--- src/rtl/cmd_coord.sv ---
// ----------------------------------------------------------------------------
// cmd_coord: coordinate split for one axis.
// Registers pos*scale, then yields the wrapped cell, its neighbor and fraction.
// ----------------------------------------------------------------------------
`default_nettype none
module cmd_coord #(
  parameter int GridSize = 64,
  localparam int CW = (GridSize > 1) ? $clog2(GridSize) : 1
) (
  input  wire          clk,
  input  wire          load,
  input  wire [31:0]   pos,
  input  wire [31:0]   scale,
  output logic [CW-1:0] base,
  output logic [CW-1:0] base_nxt,
  output logic [15:0]  frac
);
  // 2^16 mod GridSize folds the upper half of the integer part down, and a
  // reciprocal multiply finishes the reduction of the folded value.
  localparam int Rem16  = (1 << 16) % GridSize;
  localparam int KShift = 26;
  localparam logic [25:0] Recip = 26'(((1 << KShift) + GridSize - 1) / GridSize);

  logic [63:0] prod;
  logic [23:0] fold1;
  logic [17:0] fold2;
  logic [17:0] fold;
  logic [43:0] qprod;
  logic [17:0] quo;
  logic [17:0] rem;

  always_ff @(posedge clk) begin
    if (load) begin
      prod <= 64'(pos) * 64'(scale);
    end
  end

  // Integer part is bits 63..32 of the raw product; its two folds stay
  // below 2^17, which the reciprocal divides exactly.
  assign fold1 = 24'(prod[63:48]) * 24'(Rem16) + 24'(prod[47:32]);
  assign fold2 = 18'(fold1[23:16]) * 18'(Rem16) + 18'(fold1[15:0]);

  always_ff @(posedge clk) begin
    fold <= fold2;
  end

  assign qprod = 44'(fold) * 44'(Recip);
  assign quo   = qprod[43:26];
  assign rem   = fold - 18'(quo * 18'(GridSize));

  always_ff @(posedge clk) begin
    base <= CW'(rem);
  end

  assign frac = prod[31:16];
  assign base_nxt = (32'(base) == 32'(GridSize - 1)) ? '0 : CW'(32'(base) + 32'd1);
endmodule
`default_nettype wire

--- config.mk ---
export PLATFORM = sky130hd
export DESIGN_NAME = cmd_coord
export DESIGN_NICKNAME = d
export VERILOG_FILES = /design/src/rtl/cmd_coord.sv
export SDC_FILE = /design/constraint.sdc
export NUM_CORES = 2
export LEC_CHECK = 0
export BUFFER_PORTS_ARGS = -buffer_cell sky130_fd_sc_hd__buf_4
export CAP_MARGIN = 40
export CELL_PAD_IN_SITES_DETAIL_PLACEMENT = 1
export CELL_PAD_IN_SITES_GLOBAL_PLACEMENT = 1
export CORE_MARGIN = 2
export CORE_UTILIZATION = 55
export DETAILED_ROUTE_END_ITERATION = 16
export PLACE_DENSITY_LB_ADDON = 0.1
export SLEW_MARGIN = 5
export SYNTH_ARGS = -nofsm -noshare
export SYNTH_HDL_FRONTEND = slang
export SYNTH_SLANG_ARGS = --single-unit
--- constraint.sdc ---
create_clock -name clk -period 10.8 [get_ports clk]
set_input_delay 0 -clock clk [delete_from_list [all_inputs] [get_ports clk]]
set_output_delay 0 -clock clk [all_outputs]
set_load 0.02 [all_outputs]
== Word level (Yosys, flattened, before mapping) ==
Index checks and enable logic that the tools add are counted.
Storage, ports and cells
  word-level logic and storage cells: 8
  bits of input ports: 66
  bits in registers: 50
  output and inout bits: 28
Cells by class
  $add $sub $neg: 2
  multiplexer cells: 1
  $mul: 1
  equality and inequality tests: 1
Operator list (number)
  32-bit by 32-bit multiplier with 38-bit output: 1
  6-bit by 1-bit adder with 6-bit output, second input constant: 1
  6-bit equality test, second input constant: 1
  6-bit two-way mux: 1
  6-bit by 1-bit subtractor with 6-bit output, second input constant: 1

== Depth between registers and ports, before layout ==
  word-level depth: 2
  gate-level depth with buffers: 26
  mapped depth without buffers: 24

== Worst setup path after synthesis ==
OpenSTA, ideal clock, no wires.
  path type: input port to flip-flop
  start point: input port pos[19]
  end point: register prod[37] (data pin)
  data required time: 10.540 ns
  setup time: 0.260 ns
  arrival time: 6.307 ns
  buffers on the path: 2
  setup slack: 4.233 ns
  cell stages on the path: 25
  cell sequence: clkbuf_1 -> clkbuf_1 -> nand2_1 -> fa_1 -> inv_1 -> fa_1 -> inv_1 -> fa_1 -> inv_1 -> fa_1 -> fa_1 -> inv_1 -> fa_1 -> fa_1 -> fa_1 -> inv_1 -> ha_1 -> and3_1 -> a221oi_1 -> o21ai_0 -> a21o_1 -> a21o_1 -> o2111ai_1 -> nand3b_1 -> xnor2_1
Between the ends
  longest elaborated chain between the ends: 1
Ends and longest elaborated chain
  from (decl): RTL line 12  | input wire [31:0] pos,
  32-bit by 32-bit multiplier with 38-bit output: RTL line 34  | prod <= 64'(pos) * 64'(scale);
  to (signal assigned): RTL line 34
  to (decl): RTL line 24  | logic [63:0] prod;
No other way between the ends.
A chain may end at the register's enable or synchronous reset.

== Worst setup path after layout ==
  start point: input port pos[8]
  end point: register prod[37] (data pin)
Same word-level chain as after synthesis.

==> metrics.md <==
| Metric | Value |
|---|---|
| Status | finished clean |
| RSZ-0062 raised after global routing | no |
| Tcrit/Tclk final | 0.633 |
| Total CTS buffers | 5 |
| Pre-antenna DRT Iters | 4 |
| Critical Path RT | 10.82 ns |
| Fin area | 0.0227 mm^2 |
| Final wirelength | 60900 um |
| FF-to-FF End | fold[2] |
| Detailed Place HPWL | 50100 um |
| H-tree levels | 2 |
| Final Hold Vio Count | 0 |
| Synth warn | 0 |
| Crit. End Element | flop |
| Largest net degree at the start of global routing | 33 |
| Rows | 72 |
| CTS Buffer Depth | 2 |
| Chip width | 202 um |
| Max Fanout on Critical Path | 30 |
| Area of the die | 0.0409 mm^2 |
| Area delta synth->final | 4.92% |
| DRT antenna net count | 0 |
| Post-place setup slack | 3.64 ns |
| CTS Hold Bufs | 0 |
| Post-synth top area share | 0.532 |
| Synth top area cells | fa_1, and2_1, inv_1 |
| CP startpoint | pos[8] |
| Initial antenna violation count | 0 |
| Synth unique cells | 45 |
| 1st-iter DRT viols | 719 |
| Post-synth EDFFs | 22 |
| CTS clk-pin slew, worst paths | 0.06 ns |
| Primary FF master, synth | edfxtp_1 |
| Gr ovfl total | 0 |
| Final nets | 3078 |
| Top Ports | 94 |
| Setup crit start kind | input port |
| Core area | 0.0387 mm^2 |
| Area after DPL | 0.0225 mm^2 |
| Die Span Y | 202 um |
| Net Count, Synth | 3098 |
| Vias per inst | 5.43 |
| CTS tree | built |
| First-pass GRT wire length | 99200 um |
| Arr. time, crit path | 6.86 ns |
| Final setup viols | 0 |
| Max Fclk | 0.146 GHz |
| Area leader, netlist | fa_1 |
| Worst setup endpoint | prod[37] |
| Total of max-cap violations | 0 |
| Layout Cells excl Fill | 2821 |
| Actual slew at the worst max-slew pin | 0.785 ns |
| Relative slew slack | 0.477 |
| DR WL/cell | 21.6 um |
| Resize count post-CTS | 0 |
| Area of the mapped netlist | 0.0216 mm^2 |
| Number of global-route vias before repair | 18600 |
| Flops & latches, synth | 34 |
| Slew Limit Fails | 0 |
| Later-pin clock latency in the skew report | 0.29 ns |
| # DRC | 0 |
| Placed Cells incl. Taps | 2813 |
| Share of layout cells above drive strength 1 | 0.0482 |
| Ys async rst share | 0 |
| Sink Count | 34 |
| Via count | 15300 |
| Clock skew | 0.00536 ns |
| Post-Route Setup TNS | 0 ns |
| RR Startpoint | prod[34] |
| Post-CTS Setup Bufs | 0 |
| Worst Hold Class | in2reg |
| Cells after synthesis | 2322 |
| Crit Path Class | in2reg |
| Worst setup margin | 3.96 ns |
| Gr usage total | 0.317 |
| Sequential area share after synthesis | 0.0417 |
| # diodes | 0 |
| Port bufs | 93 |
| Synth Area per Inst | 9.31 um^2 |
| Starting density of the core | 0.558 |
| Tmin final | 6.84 ns |
| Clock root cell | clkbuf_16 |
| Reg2reg setup slack | 10.30 ns |
| Routability Congestion | 0.873 |
| Reg2Reg Depth | 0 |
## layout make-up
class                   instances  area [um^2]
repair buffers                 94          703
inverters                     572         2150
multi-input cells            1595        18100
clock buffers                   5          125
clock inverters                 3         42.5
well taps                     518          648
fillers                      4456        16100
flip-flops and latches         34          901
## sequential cells by signal (all words and copies together), names as in the netlist
name / count
fold: 6
base: 6
prod: 22
## Yosys cell counts (3+ instances only)
| master | instances |
|---|---|
| fa_1 | 575 |
| inv_1 | 572 |
| and2_1 | 383 |
| nand2_1 | 327 |
| ha_1 | 135 |
| clkbuf_1 | 121 |
| xnor2_1 | 51 |
| edfxtp_1 | 22 |
| nor2_1 | 17 |
| a21oi_1 | 16 |
| xor2_1 | 16 |
| dfxtp_1 | 12 |
| nor3_1 | 9 |
| a21o_1 | 8 |
| nand3_1 | 8 |
| o21ai_0 | 6 |
| nand4_1 | 5 |
| a211oi_1 | 4 |
| a31oi_1 | 3 |
| o21a_1 | 3 |
## through the flow
step / util / hold WS (ns)
after floorplan: - / 0.112
after global placement: 0.581 / 0.312
after detailed placement: 0.581 / 0.313
after CTS: 0.586 / 0.126
after global routing: 0.586 / 0.136
final: 0.586 / 0.127
## cell families after synthesis
kind of cell	after synthesis	synth area share
AND/OR/NAND/NOR	758	0.179
adder cells (fa/ha/maj)	710	0.611
buffers and inverters	693	0.120
XOR/XNOR	67	0.0271
AO/OA/AOI/OAI	59	0.0204
flip-flops	34	0.0417
multiplexers	1	0.000521
## worst max-delay path, stage by stage
cell	delay, ns
buf_4	0.36
and2_1	0.27
fa_1	0.49
fa_1	0.44
fa_1	0.55
inv_1	0.05
fa_1	0.48
inv_1	0.05
ha_1	0.28
ha_1	0.31
fa_1	0.53
fa_1	0.45
ha_1	0.34
nand4_2	0.15
nor4_2	0.23
a22oi_1	0.29
a2111o_1	0.58
a2111oi_4	0.55
o2111ai_1	0.22
nand3b_1	0.14
xnor2_1	0.07
## worst min-delay path by stage
stage / startpoint / endpoint / cells after the start
after floorplan: load / prod[16] / 0
after global placement: fold[4] / base[4] / 0
after detailed placement: fold[3] / base[3] / 0
after CTS: load / prod[17] / 1
after global routing: load / prod[17] / 1
final: load / prod[20] / 1
## metal layers
metal	routed length (um)	vias up	part of all wire	track usage
met2	31700	394	0.52	0.573
li1	-	6531	-	-
met4	1990	0	0.033	0.103
met5	0	-	0	0
met1	24500	8266	0.40	0.401
met3	2650	115	0.043	0.0318
## layout by cell type (no fill, tap or decap), types with 2 or more instances in the layout
cell | synthesis | layout
inv_1 | 572 | 572
inv_4 | 0 | 2
a211oi_1 | 4 | 4
nand3_1 | 8 | 8
a21oi_1 | 16 | 16
nor2_1 | 17 | 17
buf_4 | 0 | 93
ha_1 | 135 | 135
nor3_1 | 9 | 9
dfxtp_1 | 12 | 12
and3_1 | 2 | 2
a31oi_1 | 3 | 3
and2_1 | 383 | 383
fa_1 | 575 | 575
a211o_1 | 2 | 2
xor2_1 | 16 | 16
nand4_1 | 5 | 5
o21ai_0 | 6 | 6
clkbuf_16 | 0 | 5
a21oi_2 | 2 | 2
edfxtp_1 | 22 | 22
o21a_1 | 3 | 3
nand2_1 | 327 | 327
xnor2_1 | 51 | 51
a21o_1 | 8 | 8
o31ai_1 | 2 | 2
Power is not shown: default switching activity piles up to over one toggle a cycle in this logic, so the estimate is an artifact.
